### config.mk
export PLATFORM = sky130hd
export DESIGN_NAME = ircp_front_flat
export DESIGN_NICKNAME = d
export VERILOG_FILES = /design/src/design/ircp_pkg.sv /design/src/design/ircp_ifs.sv /design/src/design/ircp_front.sv /design/src/flat_wrapper.sv
export SDC_FILE = /design/constraint.sdc
export NUM_CORES = 1
export LEC_CHECK = 0
export BUFFER_PORTS_ARGS = -buffer_cell sky130_fd_sc_hd__buf_2
export CAP_MARGIN = 20
export CELL_PAD_IN_SITES_DETAIL_PLACEMENT = 1
export CELL_PAD_IN_SITES_GLOBAL_PLACEMENT = 1
export CORE_MARGIN = 2
export CORE_UTILIZATION = 37
export CTS_CLUSTER_DIAMETER = 200
export DETAILED_ROUTE_END_ITERATION = 8
export HOLD_SLACK_MARGIN = 0.12
export PLACE_DENSITY_LB_ADDON = 0.2
export SETUP_SLACK_MARGIN = 0.2
export SLEW_MARGIN = 25
export SYNTH_ARGS = -nofsm -noshare
export SYNTH_HDL_FRONTEND = slang
export SYNTH_SLANG_ARGS = --single-unit
### constraint.sdc
create_clock -name clock -period 3.8 [get_ports clock]
set_input_delay 0.19 -clock clock [delete_from_list [all_inputs] [get_ports clock]]
set_output_delay 0.19 -clock clock [all_outputs]
set_load 0.03 [all_outputs]
### src/design/ircp_pkg.sv
// shared types, constants and helpers for the row and column projection block
package ircp_pkg;

   localparam int PIXEL_IN_BITS = 16;
   localparam int SUM_BITS      = 28;
   localparam int INDEX_BITS    = 12;
   localparam int CFG_BITS      = 13;
   localparam int CSR_IDX_BITS  = 4;

   localparam int WIDTH_RESET  = 640;
   localparam int HEIGHT_RESET = 480;

   localparam logic [SUM_BITS-1:0] SUM_MAX = {SUM_BITS{1'b1}};

   // register indexes on the csr channel
   typedef enum logic [CSR_IDX_BITS-1:0] {
      REG_FRAME_WIDTH  = 4'd0,
      REG_FRAME_HEIGHT = 4'd1
   } ircp_reg_type;

   // result kind codes
   typedef enum logic {
      KIND_ROW = 1'b0,
      KIND_COL = 1'b1
   } ircp_kind_type;

   // position flags that travel with each pixel
   typedef struct packed {
      logic first_row;
      logic last_row;
      logic row_end;
   } ircp_flags_type;

   // saturating add of a pixel into a sum
   function automatic logic [SUM_BITS-1:0] sat_add(input logic [SUM_BITS-1:0] a,
                                                   input logic [PIXEL_IN_BITS-1:0] b);
      logic [SUM_BITS:0] s;
      s = {1'b0, a} + (SUM_BITS + 1)'(b);
      return s[SUM_BITS] ? SUM_MAX : s[SUM_BITS-1:0];
   endfunction

endpackage

### src/design/ircp_ifs.sv
// channel interfaces for pixels, results and register writes

interface ircp_req_if;
   import ircp_pkg::*;
   logic                     valid;
   logic                     ready;
   logic [PIXEL_IN_BITS-1:0] pixel_value;
   logic                     frame_start;

   modport source (output valid, output pixel_value, output frame_start, input ready);
   modport sink   (input valid, input pixel_value, input frame_start, output ready);
endinterface


interface ircp_csr_if;
   import ircp_pkg::*;
   logic                    valid;
   logic                    ready;
   logic [CSR_IDX_BITS-1:0] index;
   logic [CFG_BITS-1:0]     data;

   modport source (output valid, output index, output data, input ready);
   modport sink   (input valid, input index, input data, output ready);
endinterface

### src/design/ircp_front.sv
// front end: frame size registers, position counters and running row sum
module ircp_front
   import ircp_pkg::*;
#(
   parameter int MAX_WIDTH  = 4096,
   parameter int MAX_HEIGHT = 4096,
   parameter int PIXEL_BITS = 16
) (
   input  logic                            clock,
   input  logic                            reset,
   ircp_req_if.sink                        req,
   ircp_csr_if.sink                        csr,
   output logic                            q_valid,
   input  logic                            q_ready,
   output ircp_flags_type                  q_flags,
   output logic [PIXEL_BITS-1:0]           q_pix,
   output logic [$clog2(MAX_WIDTH)-1:0]    q_col,
   output logic [$clog2(MAX_HEIGHT)-1:0]   q_row,
   output logic [SUM_BITS-1:0]             q_row_sum
);

   localparam int COL_W = $clog2(MAX_WIDTH);
   localparam int ROW_W = $clog2(MAX_HEIGHT);
   localparam int WSZ_W = ($clog2(MAX_WIDTH + 1) > CFG_BITS) ? $clog2(MAX_WIDTH + 1) : CFG_BITS;
   localparam int HSZ_W = ($clog2(MAX_HEIGHT + 1) > CFG_BITS) ? $clog2(MAX_HEIGHT + 1) : CFG_BITS;
   localparam int W_RST = (WIDTH_RESET > MAX_WIDTH) ? MAX_WIDTH : WIDTH_RESET;
   localparam int H_RST = (HEIGHT_RESET > MAX_HEIGHT) ? MAX_HEIGHT : HEIGHT_RESET;

   logic [WSZ_W-1:0] width_ff, width_in, width_wr;
   logic [HSZ_W-1:0] height_ff, height_in, height_wr;
   logic [COL_W-1:0] col_pos_ff, col_pos_in, col_cur;
   logic [ROW_W-1:0] row_pos_ff, row_pos_in, row_cur;
   logic [SUM_BITS-1:0] row_acc_ff, row_acc_in, row_acc_cur, row_sum;
   logic             accept;
   logic             row_end;
   logic             last_row;

   // clamp incoming size writes to the legal range
   always_comb begin
      width_wr = WSZ_W'(csr.data);
      if (width_wr == '0) begin
         width_wr = WSZ_W'(1);
      end else if (width_wr > WSZ_W'(MAX_WIDTH)) begin
         width_wr = WSZ_W'(MAX_WIDTH);
      end
      height_wr = HSZ_W'(csr.data);
      if (height_wr == '0) begin
         height_wr = HSZ_W'(1);
      end else if (height_wr > HSZ_W'(MAX_HEIGHT)) begin
         height_wr = HSZ_W'(MAX_HEIGHT);
      end
   end

   // register write decode
   assign csr.ready = 1'b1;

   always_comb begin
      width_in  = width_ff;
      height_in = height_ff;
      if (csr.valid) begin
         case (csr.index)
            REG_FRAME_WIDTH:  width_in  = width_wr;
            REG_FRAME_HEIGHT: height_in = height_wr;
            default: ;
         endcase
      end
   end

   // position classification of the incoming pixel
   always_comb begin
      col_cur     = req.frame_start ? '0 : col_pos_ff;
      row_cur     = req.frame_start ? '0 : row_pos_ff;
      row_acc_cur = req.frame_start ? '0 : row_acc_ff;
      row_end     = (WSZ_W'(col_cur) + WSZ_W'(1)) >= width_ff;
      last_row    = (HSZ_W'(row_cur) + HSZ_W'(1)) >= height_ff;
      row_sum     = sat_add(row_acc_cur, PIXEL_IN_BITS'(req.pixel_value[PIXEL_BITS-1:0]));
   end

   assign req.ready = q_ready;
   assign accept    = req.valid && q_ready;

   // counter update
   always_comb begin
      col_pos_in = col_pos_ff;
      row_pos_in = row_pos_ff;
      row_acc_in = row_acc_ff;
      if (accept) begin
         if (row_end) begin
            col_pos_in = '0;
            row_acc_in = '0;
            row_pos_in = last_row ? '0 : ROW_W'(row_cur + ROW_W'(1));
         end else begin
            col_pos_in = COL_W'(col_cur + COL_W'(1));
            row_pos_in = row_cur;
            row_acc_in = row_sum;
         end
      end
   end

   always_ff @(posedge clock) begin
      if (reset) begin
         width_ff   <= WSZ_W'(W_RST);
         height_ff  <= HSZ_W'(H_RST);
         col_pos_ff <= '0;
         row_pos_ff <= '0;
         row_acc_ff <= '0;
      end else begin
         width_ff   <= width_in;
         height_ff  <= height_in;
         col_pos_ff <= col_pos_in;
         row_pos_ff <= row_pos_in;
         row_acc_ff <= row_acc_in;
      end
   end

   // queue push
   assign q_valid           = req.valid;
   assign q_flags.first_row = (row_cur == '0);
   assign q_flags.last_row  = last_row;
   assign q_flags.row_end   = row_end;
   assign q_pix             = req.pixel_value[PIXEL_BITS-1:0];
   assign q_col             = col_cur;
   assign q_row             = row_cur;
   assign q_row_sum         = row_sum;

endmodule

### src/flat_wrapper.sv
// flat-port wrapper written by rule: the top's interface ports become plain ports
module ircp_front_flat import ircp_pkg::*;
#(
   parameter int MAX_WIDTH  = 4096,
   parameter int MAX_HEIGHT = 4096,
   parameter int PIXEL_BITS = 16
)
  (clock, reset, q_valid, q_ready, q_flags, q_pix, q_col, q_row, q_row_sum, req_valid, req_pixel_value, req_frame_start, req_ready, csr_valid, csr_index, csr_data, csr_ready);
  ircp_req_if req_i ();
  ircp_csr_if csr_i ();
  input  logic clock;
  input  logic reset;
  output logic q_valid;
  input  logic q_ready;
  output ircp_flags_type q_flags;
  output logic [PIXEL_BITS-1:0] q_pix;
  output logic [$clog2(MAX_WIDTH)-1:0] q_col;
  output logic [$clog2(MAX_HEIGHT)-1:0] q_row;
  output logic [SUM_BITS-1:0] q_row_sum;
  input wire logic [$bits(req_i.valid)-1:0] req_valid;
  input wire logic [$bits(req_i.pixel_value)-1:0] req_pixel_value;
  input wire logic [$bits(req_i.frame_start)-1:0] req_frame_start;
  output wire logic [$bits(req_i.ready)-1:0] req_ready;
  input wire logic [$bits(csr_i.valid)-1:0] csr_valid;
  input wire logic [$bits(csr_i.index)-1:0] csr_index;
  input wire logic [$bits(csr_i.data)-1:0] csr_data;
  output wire logic [$bits(csr_i.ready)-1:0] csr_ready;
  assign req_i.valid = req_valid;
  assign req_i.pixel_value = req_pixel_value;
  assign req_i.frame_start = req_frame_start;
  assign req_ready = req_i.ready;
  assign csr_i.valid = csr_valid;
  assign csr_i.index = csr_index;
  assign csr_i.data = csr_data;
  assign csr_ready = csr_i.ready;
  ircp_front #(.MAX_WIDTH(MAX_WIDTH), .MAX_HEIGHT(MAX_HEIGHT), .PIXEL_BITS(PIXEL_BITS)) u_core (.clock(clock), .reset(reset), .req(req_i), .csr(csr_i), .q_valid(q_valid), .q_ready(q_ready), .q_flags(q_flags), .q_pix(q_pix), .q_col(q_col), .q_row(q_row), .q_row_sum(q_row_sum));
endmodule
# Word-level counts from Yosys, hierarchy flattened
# Cells that the tools add are included.
# classes
n_addsub	5
order_cmp	3
eq_ne	1
muxes	10
n_reduce_logical	6
# ops
operator	n
$mux W28	3
$mux W12	5
$add A28 B16 Y29	1
$add A12 B1 Y13 const B	2
$ge A13 B13 Y1	2
$mux W13	2
$add A12 B1 Y12 const B	2
$gt A13 B13 Y1 const B	1
$logic_not A13 Y1	1
$logic_not A12 Y1	1
$eq A4 B1 Y1 const B	1
$logic_not A4 Y1	1
$reduce_and A2 Y1	2
$logic_and A1 B1 Y1	1
# word_totals
ff_bits	78
in_bits	39
out_inout_bits	74

# Longest topological paths before layout
# logic_depth
word_depth	5
depth_mapped	20

# Worst setup path before layout
# OpenSTA, ideal clock, no wires.
# synth_timing
path_kind	input to register
start	input port req_frame_start
end	register u_core.row_pos_ff[10]
setup_time_ns	0.060
t_arrival_ns	4.160
t_required_ns	3.740
slack_ns	-0.420
cell_stages	18
path_cell_list	clkbuf_1 clkbuf_1 clkbuf_1 nor2b_1 ha_1 nand3_1 nor2_1 and2_1 and3_1 xor2_1 ha_1 a21o_1 a21oi_1 nand3b_1 o221a_2 nor4_1 clkbuf_1 a22o_1
# synth_via
elab_chain_len	5
word_cells_on_any_way	9
cone_classes	add/sub (3); order compare (2); mux (4)
# synth_rtl
element	line	source
start: declaration	flat_wrapper.sv:22	input wire logic [$bits(req_i.frame_start)-1:0] req_frame_start;
$mux W12	ircp_front.sv:72	row_cur = req.frame_start ? '0 : row_pos_ff;
via q_row[0]	flat_wrapper.sv:18	output logic [$clog2(MAX_HEIGHT)-1:0] q_row;
$add A12 B1 Y13	ircp_front.sv:75	last_row = (HSZ_W'(row_cur) + HSZ_W'(1)) >= height_ff;
$ge A13 B13 Y1	ircp_front.sv:75	
via u_core.last_row	ircp_front.sv:36	logic last_row;
$mux W12	ircp_front.sv:91	row_pos_in = last_row ? '0 : ROW_W'(row_cur + ROW_W'(1));
$mux W12	ircp_front.sv:88	if (row_end) begin
end signal: assignment	ircp_front.sv:111	row_pos_ff <= row_pos_in;
end: declaration	ircp_front.sv:32	logic [ROW_W-1:0] row_pos_ff, row_pos_in, row_cur;
# The timed path passes the listed nets, and every way through them passes these cells.
# A chain may end at the register's enable or synchronous reset.

==> impl_metrics.csv <==
group,metric,value,unit
pwr,p_leak,3.066,nW
timing,slew_headroom,36.39,%
critical_path,cp_top_family,"compound AO/OA/AOI/OAI gates",
cells_and_area,antenna_cells,0,
yosys,synth_edf_count,0,
critical_path,cpPeakStageDelay,0.37,ns
timing,setup_violations,0,
critical_path,r2r_cells,16,
cts,root_buffer,"clkbuf_16",
worst_hold_path,holdPathEnd,"u_core.width_ff[5]",
yosys,yosysWarnings,0,
pwr,ir_drop,0.2372,mV
drt,ant_nets,0,
timing,finalHoldViolCount,0,
critical_path,cp_data_arrival_time,3.30,ns
die,dieArea,16330,sq um
timing,rsz0062_at_grt,"yes",
drt,via_count,5508,
worst_hold_path,holdPathStages,3,
cells_and_area,stdcell_area,6939,sq um
critical_path,path_cells,"nor2b_2, ha_1, nand3_1, nor3_2, and3_4, xor2_2, ha_1, a211oi_1, o211ai_1, a41oi_2, o21ba_4, inv_2, buf_4",
drt,drt_iter0_drc,221,
pwr,p_per_area,295.5,nW/um^2
critical_path,cp-end-kind,"output pin",
global_routing,grt_overflow,0,
cells_and_area,drive_above_1_share,25.37,%
run,drv_cap,0,
global_routing,grt_usage,21.86,%
timing,min_period,3.486,ns
cts,htree_num_levels,3,
timing,worst_pin_slew,0.9518,ns
yosys,synthDistinctLibCells,68,
die,num_io_pins,113,
critical_path,regToRegSetupSlack,0.35,ns
cts,clk_latency,0.36,ns
worst_hold_path,hold_start,"csr_data[5]",
yosys,ys.flop_type,"dfxtp_1",
placement,placed_area,6410,sq um
timing,fin_skew,0.009566,ns
critical_path,path_class,"reg2out",
global_routing,grt_pass1_wl,28630,um
drt,first_pass_iters,4,
drt,drc_errors,0,
placement,numPortBuffers,111,
critical_path,critPathMaxFanout,4,
global_routing,antenna_found_initial,2,
yosys,ys_ff_latch,78,
die,fp.dieW,127.8,um
timing,final.setup.tns,0,ns
cts,cts_tree,"built",
yosys,syn-num-nets,801,
critical_path,critPathLaunchType,"flop",
global_routing,grt_start_max_net_pins,36,
die,core,15090,sq um
drt,wl,17660,um
cts,numCtsBuffers,9,
status,status,"finished, final reports clean",
cells_and_area,finalNetCount,900,
cells_and_area,multiInputGateArea,3844,sq um
cts,path_clk_slew,0.07,ns
die,start_util,37.57,%
drt,wl_per_cell,17.52,um
yosys,synth.avg_cell_area,7.918,sq um
cells_and_area,regArea,1564,sq um
critical_path,path_buf_inv,2,
cells_and_area,final_common_cell,"buf_2",
critical_path,cp.required,3.61,ns
global_routing,grt_pass1_vias,5757,
cells_and_area,fillers,1862,
die,dieHeight,127.8,um
drt,via_per_inst,5.464,
yosys,yosysSeqAreaShare,27.54,%
placement,post-dp-hpwl,13390,um
cells_and_area,layout_common_cells,"buf_2, dfxtp_1, nand2_1, a21oi_1, nor2_1",
cts,clk_path_buf_depth,2,
yosys,netlist_instances,716,
cells_and_area,area_growth,22.40,%
timing,max_freq,0.2869,GHz
critical_path,reg2reg_from,"u_core.col_pos_ff[0]",
worst_hold_path,hold_path.class,"in2reg",
placement,place_congestion,0.9265,
yosys,ys_async_sr_fraction,0,%
yosys,synth_area,5669,sq um
cts,cts.sinks,78,
die,rows,45,
timing,drv_slew,0,
critical_path,crit_path_top_delay_cell,"dfxtp_1",
critical_path,crit_top_cell,"ha_1",
timing,period_share,91.74,%
critical_path,r2r_end,"u_core.row_pos_ff[3]",
[repair_timing]
item | 4_1_cts | 5_1_grt
resized for setup | 6 | 28
setup endpoints to repair | 54 | 69
buffers inserted | 2 | 6
cloned | 0 | 0
pin swaps | 2 | 7
hold buffers | 2 | 0
hold endpoints to repair | 2 | 0
[cell usage after synthesis, drive strengths merged (7+ instances only)]
library cell | instances | area share, %
dfxtp | 78 | 28
nand2 | 70 | 5.6
nor2 | 59 | 3.9
a21oi | 57 | 5.0
ha | 45 | 9.9
nor2b | 40 | 4.4
inv | 39 | 2.6
o21ai | 35 | 3.3
buf | 27 | 3.8
clkbuf | 27 | 1.8
a22o | 25 | 3.9
nand3 | 23 | 2.0
xor2 | 20 | 3.1
xnor2 | 18 | 2.8
nor3 | 14 | 1.4
nand3b | 13 | 1.7
nor3b | 11 | 1.5
nand2b | 10 | 1.1
a21o | 9 | 1.2
and3 | 9 | 0.99
a211o | 7 | 1.1
a211oi | 7 | 0.93
a22oi | 7 | 1.0
nor4 | 7 | 0.77
[power by group]
part / switching (mW) / total [mW] / internal, mW / leakage, nW
sequential: 0.00721 / 0.839 / 0.832 / 0.632
combinational: 0.230 / 0.358 / 0.128 / 2.30
clock: 0.403 / 0.854 / 0.451 / 0.137
[routing by layer]
metal	vias to the layer above	routed length, um	part of all wire, %	GRT usage, %
li1	2701	-	-	-
met1	2658	7728	44	26.68
met2	114	8823	50	38.22
met3	31	747	4.2	4.841
met4	4	335	1.9	7.046
met5	-	23	0.13	0
[worst max path at each step]
stage / cells past startpoint / endpoint / start
after floorplan: 15 / q_row_sum[19] / req_frame_start
after global placement: 16 / u_core.row_acc_ff[2] / req_frame_start
after detailed placement: 18 / u_core.row_pos_ff[6] / req_frame_start
after CTS: 13 / q_flags[0] / u_core.col_pos_ff[0]
after global routing: 13 / q_flags[0] / u_core.col_pos_ff[0]
final: 13 / q_flags[0] / u_core.col_pos_ff[0]
[tightest hold or removal path, cell delays in order]
cell	delay [ns]
buf_2	0.12
nand3b_1	0.08
a21oi_1	0.06
[final cells by class]
type / instances / share of cell area, %
Clock inverter: 7 / 0.8114
Multi-Input combinational cell: 544 / 55.39
Timing Repair Buffer: 142 / 12.46
Sequential cell: 78 / 22.54
Tap cell: 188 / 3.390
Clock buffer: 9 / 3.246
Inverter: 40 / 2.164
[sequential cells by signal, indices dropped and copies added (netlist names)]
register	count
u_core.row_pos_ff	12
u_core.height_ff	13
u_core.width_ff	13
u_core.col_pos_ff	12
u_core.row_acc_ff	28
[per-stage QoR]
step           hold WS, ns  setup slack, ns  instances  power, mW  util [%]
2_1_floorplan       0.3500           0.1943        716      1.104         -
3_3_place_gp        0.4335           0.1213        982      1.194     42.48
3_5_place_dp        0.4410        -0.003682        982      1.202     42.48
4_1_cts             0.1228           0.2050       1002      2.070     44.95
5_1_grt             0.1399           0.1553       1008      2.134     45.99
6_report            0.1313           0.3140       1008      2.050     45.99
[cells by family after synthesis]
kind of cell    after synthesis  share of synthesized area (%)
compound gates              184                          22.27
xor+xnor                     38                          5.871
fa+ha+maj                    46                          10.28
buf+inv                      94                          8.232
flops                        78                          27.54
mux                           2                         0.3531
other cells                   1                        0.06615
simple gates                273                          25.38
No activity file was read; power rests on OpenSTA's default activity.
