$ cat config.mk
export PLATFORM = sky130hd
export DESIGN_NAME = ircp_fifo
export DESIGN_NICKNAME = d
export VERILOG_FILES = /design/src/design/ircp_pkg.sv /design/src/design/ircp_fifo.sv
export SDC_FILE = /design/constraint.sdc
export NUM_CORES = 1
export LEC_CHECK = 0
export ABC_AREA = 1
export BUFFER_PORTS_ARGS = -buffer_cell sky130_fd_sc_hd__buf_4
export CORE_ASPECT_RATIO = 0.8
export CORE_MARGIN = 8
export CORE_UTILIZATION = 50
export CTS_CLUSTER_SIZE = 12
export DETAILED_ROUTE_END_ITERATION = 7
export PLACE_DENSITY = 0.68
export SETUP_SLACK_MARGIN = 0.05
export SLEW_MARGIN = 20
export SYNTH_ARGS = -nofsm -noshare
export SYNTH_HDL_FRONTEND = slang
export SYNTH_SLANG_ARGS = --single-unit
$ cat constraint.sdc
create_clock -name clock -period 2.3 [get_ports clock]
set_clock_uncertainty 0.2 [all_clocks]
set_input_delay 0.46 -clock clock [delete_from_list [all_inputs] [get_ports clock]]
set_output_delay 0.46 -clock clock [all_outputs]
set_load 0.005 [all_outputs]
$ cat src/design/ircp_pkg.sv
// shared types, constants and helpers for the row and column projection block
package ircp_pkg;

   localparam int PIXEL_IN_BITS = 16;
   localparam int SUM_BITS      = 28;
   localparam int INDEX_BITS    = 12;
   localparam int CFG_BITS      = 13;
   localparam int CSR_IDX_BITS  = 4;

   localparam int WIDTH_RESET  = 640;
   localparam int HEIGHT_RESET = 480;

   localparam logic [SUM_BITS-1:0] SUM_MAX = {SUM_BITS{1'b1}};

   // register indexes on the csr channel
   typedef enum logic [CSR_IDX_BITS-1:0] {
      REG_FRAME_WIDTH  = 4'd0,
      REG_FRAME_HEIGHT = 4'd1
   } ircp_reg_type;

   // result kind codes
   typedef enum logic {
      KIND_ROW = 1'b0,
      KIND_COL = 1'b1
   } ircp_kind_type;

   // position flags that travel with each pixel
   typedef struct packed {
      logic first_row;
      logic last_row;
      logic row_end;
   } ircp_flags_type;

   // saturating add of a pixel into a sum
   function automatic logic [SUM_BITS-1:0] sat_add(input logic [SUM_BITS-1:0] a,
                                                   input logic [PIXEL_IN_BITS-1:0] b);
      logic [SUM_BITS:0] s;
      s = {1'b0, a} + (SUM_BITS + 1)'(b);
      return s[SUM_BITS] ? SUM_MAX : s[SUM_BITS-1:0];
   endfunction

endpackage

$ cat src/design/ircp_fifo.sv
// short transaction queue between front and back
module ircp_fifo
   import ircp_pkg::*;
#(
   parameter int WIDTH = 8,
   parameter int DEPTH = 4
) (
   input  logic             clock,
   input  logic             reset,
   input  logic             push_valid,
   output logic             push_ready,
   input  logic [WIDTH-1:0] push_data,
   output logic             pop_valid,
   input  logic             pop_ready,
   output logic [WIDTH-1:0] pop_data
);

   localparam int PTR_W = $clog2(DEPTH);
   localparam int CNT_W = $clog2(DEPTH + 1);

   logic [WIDTH-1:0] slot_ff [DEPTH];
   logic [PTR_W-1:0] wr_ptr_ff, wr_ptr_in, rd_ptr_ff, rd_ptr_in;
   logic [CNT_W-1:0] count_ff, count_in;
   logic             push, pop;

   assign push_ready = (count_ff != CNT_W'(DEPTH));
   assign pop_valid  = (count_ff != '0);
   assign pop_data   = slot_ff[rd_ptr_ff];
   assign push       = push_valid && push_ready;
   assign pop        = pop_valid && pop_ready;

   // pointer and count update
   always_comb begin
      wr_ptr_in = wr_ptr_ff;
      rd_ptr_in = rd_ptr_ff;
      count_in  = count_ff;
      if (push) begin
         wr_ptr_in = (wr_ptr_ff == PTR_W'(DEPTH - 1)) ? '0 : PTR_W'(wr_ptr_ff + PTR_W'(1));
      end
      if (pop) begin
         rd_ptr_in = (rd_ptr_ff == PTR_W'(DEPTH - 1)) ? '0 : PTR_W'(rd_ptr_ff + PTR_W'(1));
      end
      if (push && !pop) begin
         count_in = CNT_W'(count_ff + CNT_W'(1));
      end else if (pop && !push) begin
         count_in = CNT_W'(count_ff - CNT_W'(1));
      end
   end

   always_ff @(posedge clock) begin
      if (reset) begin
         wr_ptr_ff <= '0;
         rd_ptr_ff <= '0;
         count_ff  <= '0;
      end else begin
         wr_ptr_ff <= wr_ptr_in;
         rd_ptr_ff <= rd_ptr_in;
         count_ff  <= count_in;
      end
   end

   // storage
   always_ff @(posedge clock) begin
      if (push) begin
         slot_ff[wr_ptr_ff] <= push_data;
      end
   end

`ifndef ASSERT_OFF
   a_count_bound: assert property (@(posedge clock) disable iff (reset)
      count_ff <= CNT_W'(DEPTH))
      else $error("queue count above depth");
`endif

endmodule

After elaboration in Yosys (flattened, before gate mapping)
Memories as Yosys holds them, arrays and structs flattened. A register that Yosys moved wholly into a read port is not among the register bits.
Cells that the tools add are included.
{ "word_totals": {"reg_bits": 7, "latch_bits": 0, "mem_bits_rw": 32, "mem_bits_ro": 0, "inputBits": 12, "out_inout_bits": 10, "elab_cells": 27, "memories": 1} }
{ "classes": {"add_sub_neg": 4, "n_mul": 0, "div": 0, "n_lt_le_gt_ge": 0, "n_eq_ne": 3, "n_shift": 0, "n_mux": 8, "n_bitwise": 0, "n_reduce_logical": 8} }
{ "memory_table": {"columns": ["memory", "depth", "word_bits", "read_ports", "rd_clocked_by_memory_dff", "write_ports", "line", "source"], "rows": [
  ["slot_ff", 4, 8, 1, 1, 1, "ircp_fifo.sv:21", "logic [WIDTH-1:0] slot_ff [DEPTH];"]
]} }
{ "op_table": {"columns": ["op", "n"], "rows": [
  ["$mux 2", 4],
  ["$mux 3", 2],
  ["$add 2x1->2 const B", 2],
  ["$eq 2x2->1 const B", 2],
  ["$logic_and 1x1->1", 4],
  ["$add 3x1->3 const B", 1],
  ["$ne 3x3->1 const B", 1],
  ["$reduce_bool 3->1", 1],
  ["$sub 3x1->3 const B", 1],
  ["$logic_not 1->1", 2],
  ["$mux 1", 2],
  ["$reduce_bool 2->1", 1]
]} }

Logic depth before layout (Yosys ltp)
Gate-level depths: netlist (run 1).
{ "depth": {"ltp_word": 6, "mapped_depth": 13, "mapped_depth_nobuf": 13} }

Least setup slack after synthesis (run 1)
No wires, ideal clock.
{ "synth_timing": {"path_type": "reg2reg", "from": "register count_ff[1]", "to": "register count_ff[1]", "setup_ns": 0.116, "t_arrival_ns": 1.581, "required_time_ns": 1.984, "setup_slack_ns": 0.403, "path_stages_with_launch": 10, "n_path_buf": 0, "synth_period_minus_slack_ns": 1.897, "cell_sequence": "dfxtp_1 > nor2_2 > nand2_2 > nand2_2 > inv_1 > ha_1 > inv_1 > fa_1 > o21ai_0 > nor2_1"} }
{ "synth_between": {"elab_cells_between_ends": 13, "cone_classes": "add/sub: 2; eq/ne: 1; mux: 2; reduce/logical: 8"} }
{ "synth_lines": {"columns": ["element", "line", "source"], "rows": [
  ["from (decl)", "ircp_fifo.sv:23", "logic [CNT_W-1:0] count_ff, count_in;"],
  ["from (signal assigned)", "ircp_fifo.sv:58", "count_ff <= count_in;"],
  ["$ne 3x3->1", "ircp_fifo.sv:26", "assign push_ready = (count_ff != CNT_W'(DEPTH));"],
  ["named net push_ready", "ircp_fifo.sv:11", "output logic push_ready,"],
  ["$logic_and 1x1->1", "ircp_fifo.sv:29", "assign push = push_valid && push_ready;"],
  ["named net push", "ircp_fifo.sv:24", "logic push, pop;"],
  ["$logic_and 1x1->1", "ircp_fifo.sv:43", "if (push && !pop) begin"],
  ["$mux 3", "ircp_fifo.sv:43", null],
  ["named net count_in[1]", "ircp_fifo.sv:23", null]
]} }
The timed path passes the listed nets, and every way through them passes these cells. The select of a mux whose other input is x is not followed.
A chain may end at the register's enable or synchronous reset.

==> out/qor.txt, run 1 <==
Status: completed
Chip height: 68.1 um
Area leader, netlist: edfxtp_1
Final Wtd Congestion: 0.932
Crit path capture type: output pin
Total vias in the final route: 1,116
Clk sinks: 41
Antenna-violating nets left: 0
Worst Path Max Fanout: 9
Ports: 22
Largest net degree at the start of global routing: 17
Sequential-to-total area share from yosys stat: 67.3%
R2R Setup Slk: 230 ps
Final Setup Violations: 0
Fmax achieved: 0.476 GHz
Row count: 19
Worst Hold Depth: 2
Synth top area cells: edfxtp_1 57%, dfxtp_1 11%, nor2_1 7.1%
Mux share of post-synthesis cell area: 0%
Worst Hold End: count_ff[0]
Crit path DAT: 1440 ps
CTS clk-pin slew, worst paths: 70 ps
P&R area growth vs syn: 21.2%
Number of synthesized flops with an enable pin: 32
Mapped Area: 1700 sq um
Synth cell types: 20
Asr flop ratio synth: 0%
RR Startpoint: count_ff[1]
Ys flop type: edfxtp_1
Starting DRT DRC Count: 97
Peak VDD IR: 759 uV
DIE AREA: 5520 sq um
Port buffer count: 21
Diodes inserted: 0
Req. time, crit path: 1640 ps
Worst min-delay path startpoint: reset
Clk_lat worst skew: 280 ps
Share of the synthesized area in the top cell type: 56.6%
Resized cells post-CTS: 0
Post-synthesis compound-gate area fraction: 9.22%
Simple-gate area share of the yosys netlist: 12.5%
Wire per inst: 15.6 um
Share of layout cells above drive strength 1: 23.7%
Worst Tran Pin Value: 350 ps
Slew margin rel.: 76.6%
Combinational family with the most area after synthesis: simple AND/OR/NAND/NOR gates
Root Buffer: clkbuf_8
Final net count: 195
Worst setup SP type: register
Core area: 3330 sq um
Synthesis warning total: 0
Number of cells on the worst reg-to-reg path: 12
Vias in the first global route: 1,111
Max stage delay cell, worst path: dfxtp_1
Routed WL: 3430 um
Synth Area in Adders: 5.60%
Starting Density: 51.0%
Fin crit period: 2100 ps
Max-cap violations: 0
Final period util: 91.3%
Cell count after synthesis: 145
Mean Syn Cell Area: 11.7 sq um
Final Max Tran Viols: 0
Power Density: 1180 nW/um^2
Top post-synthesis cells by count: 32 x edfxtp_1, 32 x nor2_1, 15 x inv_1
Post-DP HPWL: 2370 um
Highest cell delay on the worst timing path: 530 ps
Total Negative Setup Slacks: 0 ps
Pre-antenna DRT Iters: 4
Cts-stage hold buffer count: 0
Critical path class: register to output pin
Clock buffer count from CTS: 5
Overall power: 0.00242 W
RSZ-0062 raised after global routing: false
CTS tree: done
CP Cell Sequence: inv_1, o21ai_0, o22ai_1, buf_4
Antenna violations before repair: 0
Synth Net Count: 164
CTS Buffer Depth: 2
Mean number of vias per cell: 5.10
P_leak: 0.829 nW
Post-Synth XOR/XNOR Area: 0.516%
Htree depth: 2
Global Route Usage Sum: 13.0%
FF+latch count, synth: 41
Die width: 81.1 um
Total global routing overflow: 0
First-pass GRT wire length: 5400 um
Min-Delay Path Class: input pin to register
Final hold violations: 0
Setup Fix Bufs, Post-CTS: 0
Reg2Reg Capture Point: count_ff[2]
DRC Markers: 0
[registers in the layout, summed over array words and instances (netlist names), named ones only]
register and cells:
count_ff 3, wr_ptr_ff 2, slot_ff 32, rd_ptr_ff 2
[report_power, final]
part	switching [W]	total [W]	internal, W	leakage [nW]
Clock	0.000242	0.000673	0.000431	0.0681
Sequential	0.0000818	0.00100	0.000918	0.368
Combinational	0.000418	0.000750	0.000332	0.393
[routing by layer]
metal | part of all wire [%] | GRT usage (%)
met1 | 48 | 16.7
met2 | 48 | 21.5
met3 | 3.7 | 4.46
met4 | 0.35 | 2.00
met5 | 0 | 0
[critical path, delay by kind of cell (launching register included)]
family / cells / cell delay, ps
AO/OA/AOI/OAI: 2 / 230
buffers and inverters: 2 / 390
flip-flops: 1 / 530
[cell families (layout without fill, tap and decap cells)]
group / Yosys count / after routing
flip-flops: 41 / 41
AND/OR/NAND/NOR: 51 / 51
XOR/XNOR: 1 / 1
AO/OA/AOI/OAI: 27 / 27
buffers and inverters: 18 / 50
adder cells (fa/ha/maj): 7 / 7
[layout by cell type (no fill, tap or decap), types with 2 or more instances in the layout]
cell       count
a21oi_1        2
buf_4         26
bufinv_16      2
clkbuf_8       5
dfxtp_1        9
edfxtp_1      32
ha_1           6
inv_1         15
nand2_1       11
nand2_2        3
nand3b_1       2
nor2_1        32
o21ai_0       12
o21ai_1        2
o21ai_2        3
o22ai_1        8
[how the worst max path moves through the flow]
| stage | endpoint | slack [ps] | start |
|---|---|---|---|
| 3_3_place_gp | count_ff[1] | 340 | push_valid |
| 3_5_place_dp | count_ff[1] | 170 | count_ff[1] |
| 5_1_grt | pop_data[2] | 80 | register |
| 6_report | pop_data[2] | 200 | register |
| 4_1_cts | count_ff[1] | 150 | count_ff[1] |
| 2_1_floorplan | count_ff[1] | 400 | count_ff[1] |
[stage by stage]
| step | instances | hold WS (ps) | util (%) | instance area, sq um | setup WS (ps) |
|---|---|---|---|---|---|
| 2_1_floorplan | 145 | 283 | - | 1700 | 403 |
| 3_3_place_gp | 211 | 315 | 57.7 | 1920 | 335 |
| 3_5_place_dp | 211 | 328 | 57.7 | 1920 | 169 |
| 4_1_cts | 219 | 133 | 61.8 | 2060 | 151 |
| 5_1_grt | 219 | 140 | 61.8 | 2060 | 78.8 |
| 6_report | 219 | 137 | 61.8 | 2060 | 199 |
[cell type report]
type / count / area, sq um
flip-flops and latches: 41 / 1140
well taps: 42 / 52.6
fillers: 270 / 1270
clock inverters: 3 / 65.1
clock buffers: 5 / 68.8
inverters: 16 / 60.1
repair buffers: 26 / 195
multi-input cells: 86 / 473
Note: power is estimated with default switching activity, not from simulation.
==> run 2: changes to the inputs <==
- CORE_ASPECT_RATIO: 0.8 -> 0.75
- clock period: 2.3 -> 2.7 ns (I/O delays scaled with it)
==> run 2 against run 1 <==
Net effect:
- power down 20%
- via count shrank 1.6%
- worst setup slack gained 210 ps
- critical endpoint is now pop_data[3]
==> out/qor.txt, run 2 (synthesis results as in run 1) <==
Final hold violations: 0 (unchanged)
Cts-stage hold buffer count: 0 (unchanged)
Power Density: 954 nW/um^2 (was 1180 nW/um^2)
CTS Buffer Depth: 2 (unchanged)
Total global routing overflow: 0 (unchanged)
Worst setup margin: 404 ps (was 199 ps)
Clock buffer count from CTS: 5 (unchanged)
Worst Path Max Fanout: 10 (was 9)
DIE AREA: 5530 sq um (was 5520 sq um)
Buf/Inv on CP: 2 (unchanged)
Final Wtd Congestion: 0.753 (was 0.932)
Final net count: 195 (unchanged)
Diodes inserted: 0 (unchanged)
R2R Setup Slk: 660 ps (was 230 ps)
CTS clk-pin slew, worst paths: 80 ps (was 70 ps)
Setup Fix Bufs, Post-CTS: 0 (unchanged)
Final period util: 85.0%
Wire per inst: 14.3 um (was 15.6 um)
Req. time, crit path: 1960 ps (was 1640 ps)
Final Setup Violations: 0 (unchanged)
Largest net degree at the start of global routing: 17 (unchanged)
Routed WL: 3110 um (was 3430 um)
Antenna-violating nets left: 0 (unchanged)
Pre-antenna DRT Iters: 4 (unchanged)
Ports: 22 (unchanged)
Chip height: 66.4 um (was 68.1 um)
Post-DP HPWL: 2170 um (was 2370 um)
Die width: 83.3 um (was 81.1 um)
CP Cell Sequence: buf_4, o21ai_0, o22ai_1, buf_4 (was inv_1, o21ai_0, o22ai_1, buf_4)
CTS tree: done (unchanged)
Vias in the first global route: 1,143 (was 1,111)
Crit path DAT: 1560 ps (was 1440 ps)
RSZ-0062 raised after global routing: false (unchanged)
Share of layout cells above drive strength 1: 23.7% (unchanged)
Max stage delay cell, worst path: dfxtp_1 (unchanged)
Status: completed (unchanged)
Worst setup SP type: register (unchanged)
Switch share: 31.8% (was 30.6%)
Slew margin rel.: 74.9% (was 76.6%)
Top reg by flops: slot_ff (unchanged)
Top cell family by delay on the critical path: flip-flops (unchanged)
Max-cap violations: 0 (unchanged)
Critical path's most frequent cell: buf_4
Mean number of vias per cell: 5.06 (was 5.10)
Core area: 3270 sq um (was 3330 sq um)
P_leak: 0.817 nW (was 0.829 nW)
Critical path class: register to output pin (unchanged)
Final Max Tran Viols: 0 (unchanged)
Crit path capture type: output pin (unchanged)
Clock power share: 24.3% (was 27.8%)
Starting Density: 52.0% (was 51.0%)
Logic gate share of total power: 31.5% (was 30.9%)
Root Buffer: clkbuf_8 (unchanged)
Highest cell delay on the worst timing path: 550 ps (was 530 ps)
Sw power: 0.000618 W (was 0.000742 W)
Max reg flops: 32 (unchanged)
Worst Tran Pin Value: 376 ps (was 350 ps)
Setup WS pre-CTS: 620 ps (was 169 ps)
Clk_lat worst skew: 290 ps (was 280 ps)
Sequential share of power: 44.2% (was 41.3%)
Fin crit period: 2300 ps
Clk sinks: 41 (unchanged)
Global Route Usage Sum: 12.0% (was 13.0%)
Commonest non-fill, non-tap cells in the layout: 32 x nor2_1, 32 x edfxtp_1, 26 x buf_4 (unchanged)
Starting DRT DRC Count: 39 (was 97)
Largest registers: slot_ff x32, count_ff x3 (unchanged)
Htree depth: 2 (unchanged)
Power Internal: 0.00132 W (was 0.00168 W)
Resized cells post-CTS: 0 (unchanged)
Port buffer count: 21 (unchanged)
DRC Markers: 0 (unchanged)
Peak VDD IR: 405 uV (was 759 uV)
Total Negative Setup Slacks: 0 ps (unchanged)
Antenna violations before repair: 0 (unchanged)
Total vias in the final route: 1,098 (was 1,116)
P&R area growth vs syn: 19.9% (was 21.2%)
Row count: 18 (was 19)
Min-Delay Path Class: input pin to register (unchanged)
First-pass GRT wire length: 5110 um (was 5400 um)
Fmax achieved: 0.436 GHz
==> run 2: layout make-up <==
cell class	count	area, sq um
tap	40	50.0
multi-input combinational	86	473
inverter	16	60.1
fill	269	1230
sequential	41	1140
clock buffer	7	108
clock inverter	1	7.51
timing repair buffer	26	195
==> run 2: final timing paths <==
path / start / endpoint / cells after the start
max: register / pop_data[3] / 4
min reg2reg: rd_ptr_ff[1] / rd_ptr_ff[1] / 2
max reg2reg: count_ff[1] / count_ff[1] / 9
min: reset / count_ff[0] / 2
==> run 2: layer usage <==
layer	routed length [um]	global-route usage, %
met1	1430	13.4
met2	1430	19.9
met3	159	4.06
met4	83	6.77
met5	0	0
==> run 2: per-stage QoR <==
step	total power [W]	hold slack, ps	cell area [sq um]	util (%)	instances
2_1_floorplan	0.00123	283	1700	-	145
3_3_place_gp	0.00146	316	1920	58.8	209
3_5_place_dp	0.00149	325	1920	58.8	209
4_1_cts	0.00195	204	2030	62.3	217
5_1_grt	0.00207	207	2030	62.3	217
6_report	0.00194	206	2030	62.3	217
==> run 2: power groups by stage <==
| stage | clock network, W | logic, W | registers (W) |
|---|---|---|---|
| 6_report | 0.000472 | 0.000611 | 0.000858 |
| 3_3_place_gp | 0 | 0.000589 | 0.000869 |
| 4_1_cts | 0.000475 | 0.000618 | 0.000859 |
| 2_1_floorplan | 0 | 0.000380 | 0.000848 |
| 3_5_place_dp | 0 | 0.000614 | 0.000871 |
| 5_1_grt | 0.000502 | 0.000699 | 0.000871 |
